**config.mk**
```make
export PLATFORM = sky130hd
export DESIGN_NAME = crc_framed_packet_parser
export DESIGN_NICKNAME = d
export VERILOG_FILES = /design/src/rtl/cfpp_pkg.sv /design/src/rtl/crc_framed_packet_parser.sv
export VERILOG_INCLUDE_DIRS = /design/src /design/src/rtl
export SDC_FILE = /design/constraint.sdc
export NUM_CORES = 1
export LEC_CHECK = 0
export ABC_AREA = 1
export BUFFER_PORTS_ARGS = -buffer_cell sky130_fd_sc_hd__buf_2
export CAP_MARGIN = 20
export CORE_MARGIN = 2
export CORE_UTILIZATION = 55
export CTS_BUF_LIST = sky130_fd_sc_hd__clkbuf_8
export DETAILED_ROUTE_END_ITERATION = 8
export GPL_ROUTABILITY_DRIVEN = 0
export PLACE_DENSITY_LB_ADDON = 0.05
export SYNTH_ARGS = -nofsm -noshare
export SYNTH_HDL_FRONTEND = slang
export SYNTH_SLANG_ARGS = --single-unit
```
**constraint.sdc**
```tcl
create_clock -name aclk -period 20 [get_ports aclk]
set_input_delay 4 -clock aclk [delete_from_list [all_inputs] [get_ports aclk]]
set_output_delay 4 -clock aclk [all_outputs]
set_load 0.02 [all_outputs]
```
**src/rtl/crc_framed_packet_parser_assert.svh**
```systemverilog
// Assertion macros shared by the frame parser RTL.
`ifndef CRC_FRAMED_PACKET_PARSER_ASSERT_SVH
`define CRC_FRAMED_PACKET_PARSER_ASSERT_SVH

// Same-cycle implication, checked out of reset.
`define CFPP_ASSERT_NOW(label, ante, cons, msg) \
    label: assert property (@(posedge aclk) disable iff (!aresetn) (ante) |-> (cons)) \
        else $error(msg);

// Next-cycle implication, checked out of reset.
`define CFPP_ASSERT_NEXT(label, ante, cons, msg) \
    label: assert property (@(posedge aclk) disable iff (!aresetn) (ante) |=> (cons)) \
        else $error(msg);

`endif

```
**src/rtl/cfpp_pkg.sv**
```systemverilog
// Types, codes and the CRC-32 byte update for the framed packet parser.
`default_nettype none

package cfpp_pkg;

    // Parser phases
    localparam logic [1:0] PH_HEADER = 2'd0;
    localparam logic [1:0] PH_BODY   = 2'd1;
    localparam logic [1:0] PH_CHECK  = 2'd2;
    localparam logic [1:0] PH_DONE   = 2'd3;

    // Result status codes
    localparam logic [1:0] ST_MORE  = 2'd0;
    localparam logic [1:0] ST_DONE  = 2'd1;
    localparam logic [1:0] ST_ERROR = 2'd2;

    // Error kinds
    localparam logic [1:0] ERR_NONE      = 2'd0;
    localparam logic [1:0] ERR_MAGIC     = 2'd1;
    localparam logic [1:0] ERR_TOO_LONG  = 2'd2;
    localparam logic [1:0] ERR_CRC       = 2'd3;

    // Request commands
    localparam logic CMD_DATA    = 1'b0;
    localparam logic CMD_RESTART = 1'b1;

    // Configuration register indexes
    localparam logic CFG_MAGIC = 1'b0;
    localparam logic CFG_LIMIT = 1'b1;

    localparam logic [15:0] MAGIC_RESET = 16'h4547;
    localparam logic [15:0] LIMIT_RESET = 16'd4096;

    localparam logic [2:0] HDR_LAST = 3'd7;
    localparam logic [1:0] CHK_LAST = 2'd3;

    localparam logic [31:0] CRC_INIT = 32'hFFFF_FFFF;
    localparam logic [31:0] CRC_POLY = 32'hEDB8_8320;

    typedef struct packed {
        logic       cmd;
        logic [7:0] rx_byte;
    } in_t;

    typedef struct packed {
        logic        consumed;
        logic [1:0]  status;
        logic [1:0]  error_kind;
        logic [7:0]  payload_byte;
        logic        payload_strobe;
        logic [7:0]  frame_version;
        logic [7:0]  frame_flags;
        logic [15:0] message_type;
        logic [15:0] body_length;
        logic [31:0] frame_check;
        logic [31:0] good_frames;
        logic [31:0] bad_frames;
    } out_t;

    // Reflected CRC-32, one byte, bit-serial form unrolled over eight steps.
    function automatic logic [31:0] crc32_byte(input logic [31:0] crc_in,
                                               input logic [7:0]  data);
        logic [31:0] c;
        c = crc_in ^ {24'd0, data};
        for (int i = 0; i < 8; i++) begin
            c = c[0] ? ((c >> 1) ^ CRC_POLY) : (c >> 1);
        end
        return c;
    endfunction

endpackage

`default_nettype wire

```
**src/rtl/crc_framed_packet_parser.sv**
```systemverilog
// Length-prefixed frame parser with running CRC-32 check, one byte per request.
//
//  Channel  Ports                        Dir  Moves
//  -------  ---------------------------  ---  -------------------------------------
//  input    s_valid s_ready s_data       in   one byte or a restart per request
//  result   m_valid m_ready m_data       out  one result per input request
//  config   cfg_we cfg_addr cfg_wdata    in   magic word / payload limit writes
//
// Throughput is one request per cycle unless the result stalls. The path per
// request is the byte-wide CRC-32 update (eight shift/xor steps) plus the
// header and length compares, all between the parser state registers and the
// result register. aresetn is synchronous, active low; no clearing pass follows
// reset. s_ready stays high while the result register is empty or being
// drained, so a stalled result holds only the input side.
`default_nettype none

`include "crc_framed_packet_parser_assert.svh"

module crc_framed_packet_parser (
    input  wire logic            aclk,
    input  wire logic            aresetn,
    // input channel
    input  wire logic            s_valid,
    output logic                 s_ready,
    input  wire cfpp_pkg::in_t   s_data,
    // result channel
    output logic                 m_valid,
    input  wire logic            m_ready,
    output cfpp_pkg::out_t       m_data,
    // configuration writes
    input  wire logic            cfg_we,
    input  wire logic            cfg_addr,
    input  wire logic [15:0]     cfg_wdata
);

    import cfpp_pkg::*;

    // ---------------- configuration ----------------
    logic [15:0] magic_word_reg;
    logic [15:0] payload_limit_reg;

    // ---------------- parser state ----------------
    logic [1:0]  phase_reg,     phase_next;
    logic [2:0]  hdr_idx_reg,   hdr_idx_next;
    logic [7:0]  hdr_reg  [8];
    logic [7:0]  hdr_next [8];
    logic [15:0] body_cnt_reg,  body_cnt_next;
    logic [15:0] body_exp_reg,  body_exp_next;
    logic [1:0]  chk_idx_reg,   chk_idx_next;
    logic [31:0] chk_reg,       chk_next;
    logic [31:0] crc_reg,       crc_next;
    logic [31:0] good_reg,      good_next;
    logic [31:0] bad_reg,       bad_next;

    // ---------------- result register ----------------
    logic        m_valid_reg;
    out_t        m_data_reg;
    out_t        res;

    logic        s_fire;
    logic        clear;
    logic [1:0]  kind;
    logic [15:0] hdr_magic;
    logic [15:0] hdr_len;

    assign s_ready = !m_valid_reg || m_ready;
    assign s_fire  = s_valid && s_ready;
    assign m_valid = m_valid_reg;
    assign m_data  = m_data_reg;

    // Header fields as seen at the final header byte: byte 7 is the current one.
    assign hdr_magic = {hdr_reg[1], hdr_reg[0]};
    assign hdr_len   = {s_data.rx_byte, hdr_reg[6]};

    // Next state and result for the request on the input port.
    always_comb begin
        phase_next    = phase_reg;
        hdr_idx_next  = hdr_idx_reg;
        hdr_next      = hdr_reg;
        body_cnt_next = body_cnt_reg;
        body_exp_next = body_exp_reg;
        chk_idx_next  = chk_idx_reg;
        chk_next      = chk_reg;
        crc_next      = crc_reg;
        good_next     = good_reg;
        bad_next      = bad_reg;
        clear         = 1'b0;
        kind          = ERR_NONE;
        res           = '0;

        if (s_data.cmd == CMD_RESTART) begin
            clear = 1'b1;
        end else begin
            case (phase_reg)
                PH_HEADER: begin
                    res.consumed          = 1'b1;
                    hdr_next[hdr_idx_reg] = s_data.rx_byte;
                    hdr_idx_next          = hdr_idx_reg + 3'd1;
                    crc_next              = crc32_byte(crc_reg, s_data.rx_byte);
                    if (hdr_idx_reg == HDR_LAST) begin
                        if (hdr_magic != magic_word_reg) begin
                            kind = ERR_MAGIC;
                        end else if (hdr_len > payload_limit_reg) begin
                            kind = ERR_TOO_LONG;
                        end else begin
                            body_exp_next = hdr_len;
                            body_cnt_next = '0;
                            chk_idx_next  = '0;
                            phase_next    = (hdr_len == 16'd0) ? PH_CHECK : PH_BODY;
                        end
                    end
                end
                PH_BODY: begin
                    res.consumed       = 1'b1;
                    res.payload_byte   = s_data.rx_byte;
                    res.payload_strobe = 1'b1;
                    crc_next           = crc32_byte(crc_reg, s_data.rx_byte);
                    body_cnt_next      = body_cnt_reg + 16'd1;
                    if (body_cnt_next >= body_exp_reg) begin
                        chk_idx_next = '0;
                        phase_next   = PH_CHECK;
                    end
                end
                PH_CHECK: begin
                    res.consumed = 1'b1;
                    chk_next[{chk_idx_reg, 3'b000} +: 8] = s_data.rx_byte;
                    chk_idx_next = chk_idx_reg + 2'd1;
                    if (chk_idx_reg == CHK_LAST) begin
                        if (~crc_reg != chk_next) begin
                            kind = ERR_CRC;
                        end else begin
                            good_next  = good_reg + 32'd1;
                            phase_next = PH_DONE;
                        end
                    end
                end
                default: begin
                    // Frame complete: bytes are reported as not consumed until restart.
                end
            endcase
        end

        res.error_kind = kind;
        if (kind != ERR_NONE) begin
            bad_next   = bad_reg + 32'd1;
            clear      = 1'b1;
            res.status = ST_ERROR;
        end else if (!clear && phase_next == PH_DONE) begin
            res.status      = ST_DONE;
            res.frame_check = chk_next;
        end else begin
            res.status = ST_MORE;
        end

        if (clear) begin
            phase_next    = PH_HEADER;
            hdr_idx_next  = '0;
            body_cnt_next = '0;
            body_exp_next = '0;
            chk_idx_next  = '0;
            crc_next      = CRC_INIT;
        end

        // Header fields read as zero while back in the header phase.
        if (phase_next != PH_HEADER) begin
            res.frame_version = hdr_next[2];
            res.frame_flags   = hdr_next[3];
            res.message_type  = {hdr_next[5], hdr_next[4]};
            res.body_length   = {hdr_next[7], hdr_next[6]};
        end
        res.good_frames = good_next;
        res.bad_frames  = bad_next;
    end

    // Control state and configuration.
    always_ff @(posedge aclk) begin
        if (!aresetn) begin
            magic_word_reg    <= MAGIC_RESET;
            payload_limit_reg <= LIMIT_RESET;
            phase_reg         <= PH_HEADER;
            hdr_idx_reg       <= '0;
            body_cnt_reg      <= '0;
            body_exp_reg      <= '0;
            chk_idx_reg       <= '0;
            crc_reg           <= CRC_INIT;
            good_reg          <= '0;
            bad_reg           <= '0;
            m_valid_reg       <= 1'b0;
        end else begin
            if (cfg_we) begin
                case (cfg_addr)
                    CFG_MAGIC: magic_word_reg    <= cfg_wdata;
                    CFG_LIMIT: payload_limit_reg <= cfg_wdata;
                    default:   ;
                endcase
            end
            if (s_fire) begin
                phase_reg    <= phase_next;
                hdr_idx_reg  <= hdr_idx_next;
                body_cnt_reg <= body_cnt_next;
                body_exp_reg <= body_exp_next;
                chk_idx_reg  <= chk_idx_next;
                crc_reg      <= crc_next;
                good_reg     <= good_next;
                bad_reg      <= bad_next;
                m_valid_reg  <= 1'b1;
            end else if (m_ready) begin
                m_valid_reg  <= 1'b0;
            end
        end
    end

    // Payload registers: header bytes, received CRC and the result word.
    always_ff @(posedge aclk) begin
        if (s_fire) begin
            hdr_reg    <= hdr_next;
            chk_reg    <= chk_next;
            m_data_reg <= res;
        end
    end

    // ---------------- assertions ----------------
    `CFPP_ASSERT_NEXT(a_error_clears, s_fire && res.status == ST_ERROR,
        phase_reg == PH_HEADER && hdr_idx_reg == 3'd0 && crc_reg == CRC_INIT,
        "error did not return the parser to the header phase")
    `CFPP_ASSERT_NOW(a_done_matches_phase, m_valid_reg && m_data_reg.status == ST_DONE,
        phase_reg == PH_DONE, "complete status without the complete phase")
    `CFPP_ASSERT_NEXT(a_bad_count_only_on_error, s_fire && res.status != ST_ERROR,
        $stable(bad_reg), "reject counter moved without an error")
    `CFPP_ASSERT_NOW(a_header_fields_zero, m_valid_reg && phase_reg == PH_HEADER,
        m_data_reg.body_length == 16'd0 && m_data_reg.message_type == 16'd0,
        "header fields shown while in the header phase")

endmodule

`default_nettype wire
```
**Word level (Yosys, flattened, before mapping)**

Index checks and enable logic that the tools add are counted.

- Flip-flop bits (word level): 422
- Input port bits: 31
- Output and inout bits: 160
- Word-level logic and storage cells: 171

- Add/sub/neg operators: 6
- Order comparisons: 4
- Equality and inequality tests: 14
- Shifts and indexed selects: 2
- Muxes and demuxes: 70
- Bitwise logic cells: 15
- Reduce and logical (&&, ||, !) cells: 28

Operator list:

| cell | number |
|---|---|
| $mux W32 | 18 |
| $mux W16 | 11 |
| $not A13 Y14 | 8 |
| $mux W48 | 2 |
| $add A32 B1 Y32 const B | 2 |
| $bwmux W64 | 1 |
| $mux W2 | 21 |
| $bwmux W32 | 1 |
| $ne A32 B32 Y1 | 1 |
| $not A32 Y32 | 1 |
| $pmux W16 S2 | 1 |
| $shift A8 B7 Y32 const A | 1 |
| $shiftx A8 B7 Y32 | 1 |
| $xor A32 B8 Y32 | 1 |
| $demux W8 S3 | 1 |
| $add A16 B1 Y16 const B | 1 |
| $ge A16 B16 Y1 | 1 |
| $gt A16 B16 Y1 | 1 |
| $logic_not A16 Y1 | 1 |
| $ne A16 B16 Y1 | 1 |
| $ne A3 B3 Y1 const B | 4 |
| $pmux W2 S3 | 2 |
| $reduce_and A6 Y1 | 2 |
| $reduce_bool A2 Y1 | 6 |
| other kinds (27) | 49 |

**Depth between registers and ports, before layout**

Gate-level depths: netlist of run 1.

- Word-level depth: 20
- Gate-level depth with buffers: 24
- Gate-level depth less buffers: 23

**Least setup slack after synthesis of run 1**

Ideal clock, no wire load.

- Path kind: input to register
- Start point: input m_ready
- End point: register good_reg[12]
- Library setup time: 420 ps
- Data arrival time: 11,713 ps
- Required time: 19,580 ps
- Slack: 7,867 ps
- Stages: 7
- Buffers on the path: 2
- Cells stage by stage: inv_1 -> nand2_1 -> nand2_1 -> clkinv_1 -> clkbuf_1 -> buf_1 -> a21oi_1

- Word-level cells in the longest chain between the ends: 2

Ends and longest elaborated chain:

| element | RTL line | source |
|---|---|---|
| start: declaration | crc_framed_packet_parser.sv:28 | `input wire logic m_ready,` |
| $logic_or A1 B1 Y1 | crc_framed_packet_parser.sv:66 | `assign s_ready = !m_valid_reg \|\| m_ready;` |
| net s_ready | crc_framed_packet_parser.sv:24 | `output logic s_ready,` |
| $logic_and A1 B1 Y1 | crc_framed_packet_parser.sv:67 | `assign s_fire = s_valid && s_ready;` |
| net s_fire | crc_framed_packet_parser.sv:60 | `logic s_fire;` |
| end signal: assignment | crc_framed_packet_parser.sv:204 | `good_reg <= good_next;` |
| end: declaration | crc_framed_packet_parser.sv:52 | `logic [31:0] good_reg, good_next;` |

The timed path passes the listed nets, and every way through them passes these cells.
A chain may end at the register's enable or synchronous reset.

**Worst setup path after layout of run 1**

- Start point: input m_ready
- End point: output s_ready

- Word-level cells in the longest chain between the ends: 1

Ends and longest elaborated chain:

| element | RTL line |
|---|---|
| $logic_or A1 B1 Y1 | crc_framed_packet_parser.sv:66 |
| end: declaration | crc_framed_packet_parser.sv:24 |

Every way passes these cells.

==> Implementation_results.wiki, run 1 <==
{| class="wikitable"
! Metric !! Value
|-
| Result of the run || complete, no violations
|-
| Clk_skew || 29.3 ps
|-
| Number of levels in the clock H-tree || 3
|-
| Post-synthesis compound-gate area fraction || 10.3%
|-
| Flip-flop count of the largest register, all copies and words added || 158
|-
| Number of register bits inferred by synthesis || 422
|-
| Critical path type || in -> out
|-
| Hold-fix buffer count after cts || 0
|-
| Post-route clock period utilization || 42.1%
|-
| Number of enable flip-flop cells after synthesis || 254
|-
| Fraction of the mapped netlist area in simple logic gates || 20.4%
|-
| Final std cells w/o fill || 3313
|-
| Core region area || 0.0385 sq mm
|-
| Max-capacitance violation count || 0
|-
| Largest fanout of any net on the critical path || 3
|-
| Number of cells on the worst hold path || 2
|-
| Root buf cell || clkbuf_8
|-
| Drt first-iter violations || 1461
|-
| Most common cell after layout, fill and taps aside || nand2_1
|-
| NumNets Final || 2809
|-
| Async set-reset flop share out of synthesis || 0%
|-
| Final core utilization || 62.5%
|-
| Actual slew at the worst max-slew pin || 1110 ps
|-
| CTS Buffer Depth || 3
|-
| Crit path setup slack, layout || 11590 ps
|-
| Post-synth top area cell || edfxtp_1
|-
| Count of mapped cells out of synthesis || 2549
|-
| Footprint of the flip-flops and latches || 0.0110 sq mm
|-
| P per Cell Area || 90.7 mW/mm^2
|-
| Arrival time at the worst endpoint || 4410 ps
|-
| GRT Total Usage || 26.5%
|-
| Largest net degree at the start of global routing || 122
|-
| XOR/XNOR share of the synthesized area || 5.97%
|-
| Depth of the worst register-to-register path || 20
|-
| Total Wirelength || 53600 um
|-
| Worst slack after detailed placement || 11580 ps
|-
| Startpoint of the worst-slack reg-to-reg timing path || chk_idx_reg[0]$_SDFFE_PN0P_
|-
| Hold Startpoint || payload_limit_reg[11]$_SDFFE_PN0P_
|-
| CTS sink cnt || 422
|-
| Die height || 201 um
|-
| Post CTS Setup Buffer Count || 0
|-
| CP startpoint kind || input port
|-
| Resize count post-CTS || 0
|-
| Clk slew on worst S/H paths || 60 ps
|-
| Placed Cells incl. Taps || 3178
|-
| Number of global-route vias before repair || 16400
|-
| Share of cells above drive strength 1 || 12.9%
|-
| Number of nets in the synthesized netlist || 2623
|-
| Boundary pin count || 191
|-
| Total DRC errors in the routed layout || 0
|-
| Max-slew headroom at the worst pin || 26.3%
|-
| Adder-Cell Fraction of Synth Area || 2.53%
|-
| Starting Density || 55.3%
|-
| Number of port buffers || 190
|-
| Post-synthesis mux area share || 0%
|-
| Area of the multi-input gates || 0.00837 sq mm
|-
| Top library cells by usage in the layout, fill and taps aside || 535 x nand2_1, 425 x inv_1, 254 x edfxtp_1, 245 x nor2_1, 207 x o21ai_0
|-
| # fillers || 3415
|-
| P&R area growth vs syn || 13.0%
|-
| TritonCTS clock tree || done
|-
| Peak supply drop || 0.0574 mV
|-
| Achievable Freq || 119 MHz
|-
| Dominant combinational cell family by area after synthesis || simple AND/OR/NAND/NOR gates
|-
| TritonCTS Buffers || 71
|-
| Setup TNS || 0 ps
|-
| Mean area per synthesized cell || 8.35 sq um
|-
| Number of unique standard cell types used by synthesis || 39
|-
| Type of the most critical hold path || reg -> reg
|-
| DIE AREA || 0.0403 sq mm
|-
| Die Span X || 201 um
|-
| Antenna violations before repair || 2
|-
| Post-DP HPWL || 36900 um
|-
| Type of element capturing the critical path || primary output
|-
| Sequential area share after synthesis || 51.6%
|-
| Total number of vias || 17500
|-
| Number of failing setup endpoints in the final timing report || 0
|-
| Period minus WS final || 8410 ps
|-
| Number of endpoints with negative hold slack in the final report || 0
|-
| Area share of the leading cell type in the synthesized netlist || 35.8%
|-
| R2R setup slack || 14320 ps
|-
| First-pass GRT wire length || 85600 um
|-
| Slew Limit Fails || 0
|-
| Clock insertion delay at the later pin of the skew report || 640 ps
|-
| RSZ-0062 raised after global routing || no
|-
| Synth Warn # || 0
|-
| Grt ovf || 0
|-
| Total power consumption of the routed design || 0.00218 W
|-
| Largest cells by area after synthesis || edfxtp_1 36%, dfxtp_1 16%, nand2_1 9.5%
|-
| Number of iterations in the first detailed-routing pass || 6
|-
| Data required time of the worst path || 16000 ps
|-
| Worst min-delay path endpoint || payload_limit_reg[11]$_SDFFE_PN0P_
|-
| Reg-to-reg endpoint || m_data[95]$_SDFFCE_PP0P_
|-
| Post-DRT Antenna Nets || 0
|-
| Avg Vias per Cell || 5.27
|-
| Area of the mapped netlist || 0.0213 sq mm
|-
| Post-synth top flop || edfxtp_1
|-
| Number of core rows || 72
|-
| Leakage power summed over all cells || 11.0 nW
|-
| Per-cell routed wire length || 16.2 um
|}
==> how the worst max path moves through the flow <==
stage / cells past startpoint / start / slack (ps) / to
floorplan: 7 / m_ready / 7870 / good_reg[12]$_SDFFE_PN0P_
global placement: 4 / m_ready / 11580 / s_ready
detailed placement: 4 / m_ready / 11580 / s_ready
CTS: 4 / m_ready / 11580 / s_ready
global route: 4 / m_ready / 11530 / s_ready
finish: 4 / m_ready / 11590 / s_ready
==> area by class of cell <==
class	instances	area share, %
diodes	2	0.0208
clock buffers	85	4.86
clock inverters	46	1.11
inverters	410	6.43
multi-input cells	1627	34.8
flip-flops and latches	422	45.7
well taps	518	2.70
repair buffers	203	4.36
==> cells by family after synthesis <==
logic type | Yosys count
xor gates and xnor gates | 145
and+or+nand+nor | 1026
AOI/OAI and AO/OA | 413
DFF | 422
buffers and inverters | 500
adders and majority gates | 43
==> worst max-delay path: stages <==
cell	delay [ps]
buf_2	100
inv_1	40
nand2_1	100
buf_2	180
==> Yosys cell counts (8+ instances only) <==
library cell and n:
nand4_1 46, o21ai_0 207, xnor2_1 29, nand2_1 536, xor2_1 116, nor2_2 22, edfxtp_1 254, inv_1 399
nor3_1 39, a21oi_1 126, inv_2 8, dfxtp_1 168, nor2_1 247, clkbuf_1 56, o21ai_1 34, nor4_1 17
o211ai_1 35, buf_2 24, nand3_1 98, ha_1 43
==> routing by layer <==
metal  vias to the layer above  GRT usage, %  part of all wire [%]
met2                       605          42.0                    46
met3                       120          4.58                   6.5
li1                       8670             -                     -
met5                         -             0                     0
met4                         0          9.74                   2.6
met1                      8075          36.7                    45
==> stage by stage <==
step | cell area, sq um | hold slack [ps]
finish | 24000 | 463
detailed placement | 22600 | 457
CTS | 24000 | 466
floorplan | 21300 | 433
global route | 24000 | 483
global placement | 22600 | 449
==> report_power, final <==
| part | internal (W) | switching, W | leakage, nW |
|---|---|---|---|
| Combinational | 0.000119 | 0.000254 | 6.29 |
| Sequential | 0.000995 | 0.0000381 | 3.90 |
| Clock | 0.000415 | 0.000360 | 0.838 |
| Total | 0.00153 | 0.000652 | 11.0 |
(Power assumes the default switching activity.)
==> inputs of run 2 (changes only) <==
==> constraint.sdc (replaced) <==
create_clock -name aclk -period 7.57 [get_ports aclk]
set_input_delay 1.514 -clock aclk [delete_from_list [all_inputs] [get_ports aclk]]
set_output_delay 1.514 -clock aclk [all_outputs]
set_load 0.02 [all_outputs]
==> run 2 against run 1 <==
Effect of this change:
- global-route usage is 0.21 points higher
- clock skew is 6.1 ps higher
- highest routed layer unchanged
- die area stayed put
- sequential power grew to 2.7 times the previous value
- via count hardly changed
==> Implementation_results.wiki, run 2 (synthesized netlist as in run 1, its figures left out) <==
{| class="wikitable"
! Metric !! Value
|-
| Result of the run || complete, no violations
|-
| Number of levels in the clock H-tree || 3 (unchanged)
|-
| Number of port buffers || 190 (unchanged)
|-
| TritonCTS Buffers || 72 (+1.4%)
|-
| TritonCTS clock tree || done
|-
| Post-route clock period utilization || 70.8%
|-
| Placed Cells incl. Taps || 3178 (unchanged)
|-
| Largest net degree at the start of global routing || 139 (+14%)
|-
| Final core utilization || 62.3% (-0.20 points)
|-
| First-pass GRT wire length || 86400 um (+0.97%)
|-
| Grt ovf || 0 (unchanged)
|-
| Post CTS Setup Buffer Count || 0 (unchanged)
|-
| Number of failing setup endpoints in the final timing report || 0 (unchanged)
|-
| Post-layout instance area || 0.0240 sq mm (-0.31%)
|-
| CP startpoint kind || flip-flop
|-
| Largest fanout of any net on the critical path || 34 (+31)
|-
| Post-DP HPWL || 37700 um (+2.1%)
|-
| Avg Vias per Cell || 5.28 (about the same)
|-
| Worst slack after detailed placement || 2000 ps (-9580 ps)
|-
| Flip-flop count of the largest register, all copies and words added || 158 (unchanged)
|-
| Type of element capturing the critical path || flip-flop
|-
| CTS Buffer Depth || 3 (unchanged)
|-
| Boundary pin count || 191 (unchanged)
|-
| Peak supply drop || 0.147 mV (+160%)
|-
| Number of core rows || 72 (unchanged)
|-
| Clock insertion delay at the later pin of the skew report || 630 ps (about the same)
|-
| GRT Total Usage || 26.7% (+0.21 points)
|-
| Total number of vias || 17500 (-0.0057%)
|-
| Setup TNS || 0 ps (unchanged)
|-
| Starting Density || 55.3% (unchanged)
|-
| Core region area || 0.0385 sq mm (unchanged)
|-
| Clk slew on worst S/H paths || 60 ps (about the same)
|-
| Antenna violations before repair || 0 (-2)
|-
| Hold-fix buffer count after cts || 0 (unchanged)
|-
| Total Wirelength || 53900 um (+0.62%)
|-
| Achievable Freq || 187 MHz
|-
| Routed wire length on met2 || 24400 um (about the same)
|-
| Number of inserted diodes || 0 (-2)
|-
| Max-capacitance violation count || 0 (unchanged)
|-
| Depth of the worst register-to-register path || 20 (unchanged)
|-
| Number of iterations in the first detailed-routing pass || 6 (unchanged)
|-
| Clk_skew || 35.4 ps (+6.06 ps)
|-
| Root buf cell || clkbuf_8
|-
| Most common cell after layout, fill and taps aside || nand2_1
|-
| Drt first-iter violations || 1277 (-13%)
|-
| Top library cells by usage in the layout, fill and taps aside || 535 x nand2_1, 415 x inv_1, 254 x edfxtp_1, 245 x nor2_1, 207 x o21ai_0
|-
| Data required time of the worst path || 7990 ps (-8010 ps)
|-
| Total DRC errors in the routed layout || 0 (unchanged)
|-
| Type of the most critical hold path || reg -> reg
|-
| Per-cell routed wire length || 16.3 um (+0.68%)
|-
| Number of endpoints with negative hold slack in the final report || 0 (unchanged)
|-
| Max-slew headroom at the worst pin || 23.2% (-3.1 points)
|-
| Number of cells on the worst hold path || 2 (unchanged)
|-
| Placement Cell Area || 0.0226 sq mm (about the same)
|-
| Final std cells w/o fill || 3311 (-0.060%)
|-
| P&R area growth vs syn || 12.6%
|-
| Number of global-route vias before repair || 16200 (-1.2%)
|-
| Actual slew at the worst max-slew pin || 1140 ps (+37.7 ps)
|-
| Arrival time at the worst endpoint || 5780 ps (+1370 ps)
|-
| Critical path type || reg -> reg
|-
| Die Span X || 201 um (unchanged)
|-
| Slew Limit Fails || 0 (unchanged)
|-
| Die height || 201 um (unchanged)
|-
| NumNets Final || 2811 (+0.071%)
|-
| Leakage power summed over all cells || 10.9 nW (-0.70%)
|-
| P per Cell Area || 235 mW/mm^2 (+160%)
|-
| Share of cells above drive strength 1 || 12.6% (-0.21 points)
|-
| Length of routed wiring on met1 || 24700 um (+1.6%)
|-
| Resize count post-CTS || 0 (unchanged)
|-
| Crit path setup slack, layout || 2210 ps (-9380 ps)
|-
| Period minus WS final || 5360 ps
|-
| CTS sink cnt || 422 (unchanged)
|-
| RSZ-0062 raised after global routing || no
|-
| Post-DRT Antenna Nets || 0 (unchanged)
|-
| DIE AREA || 0.0403 sq mm (unchanged)
|-
| Max layer used || met4
|-
| Routed wire length on met3 || 3590 um (+3.3%)
|}
run 2: layout make-up:
class | count | area [sq um]
Sequential cell | 422 | 11000
Clock buffer | 77 | 1060
Inverter | 410 | 1550
Timing Repair Buffer | 204 | 1100
Fill cell | 3439 | 14500
Clock inverter | 53 | 256
Tap cell | 518 | 648
Multi-Input combinational cell | 1627 | 8370
run 2: metrics by stage:
| stage | hold WS (ps) | power (W) |
|---|---|---|
| final | 461 | 0.00563 |
| after global routing | 476 | 0.00591 |
| after CTS | 464 | 0.00568 |
| after detailed placement | 456 | 0.00375 |
| after global placement | 451 | 0.00373 |
| after floorplan | 433 | 0.00348 |
run 2: critical path: stages, from the launching register on:
cell and delay [ps]:
dfxtp_1 660, inv_1 300, ha_1 540, nand3_2 310, inv_1 180, nand2_1 80
nand2_1 90, nand2_1 60, nand2_1 60, nand2_1 40, nor2_1 110, nand2_1 70
nor2_1 130, nand2_1 160, nand2_2 150, nand4_4 420, inv_2 530, nand2_1 120
nor2_2 210, nand3_2 590, nor2_1 290
run 2: path summary, 6_finish.rpt:
path / startpoint / end / slack, ps
max: chk_idx_reg[0]$_SDFFE_PN0P_ / m_data[74]$_SDFFCE_PP0P_ / 2210
min: payload_limit_reg[11]$_SDFFE_PN0P_ / payload_limit_reg[11]$_SDFFE_PN0P_ / 460
max reg2reg: chk_idx_reg[0]$_SDFFE_PN0P_ / m_data[74]$_SDFFCE_PP0P_ / 2210
min reg2reg: payload_limit_reg[11]$_SDFFE_PN0P_ / payload_limit_reg[11]$_SDFFE_PN0P_ / 460
run 2: metal layers:
layer | vias to the layer above | global-route usage (%)
met5 | - | 0
met4 | 0 | 8.81
met3 | 100 | 4.30
met2 | 605 | 41.9
met1 | 8093 | 38.0
li1 | 8671 | -
run 2: power by group:
part	internal (W)	switching, W	leakage, nW	total [W]
Sequential	0.00263	0.000103	3.90	0.00273
Combinational	0.000317	0.000674	6.31	0.000991
Clock	0.000977	0.000933	0.742	0.00191
Total	0.00392	0.00171	10.9	0.00563
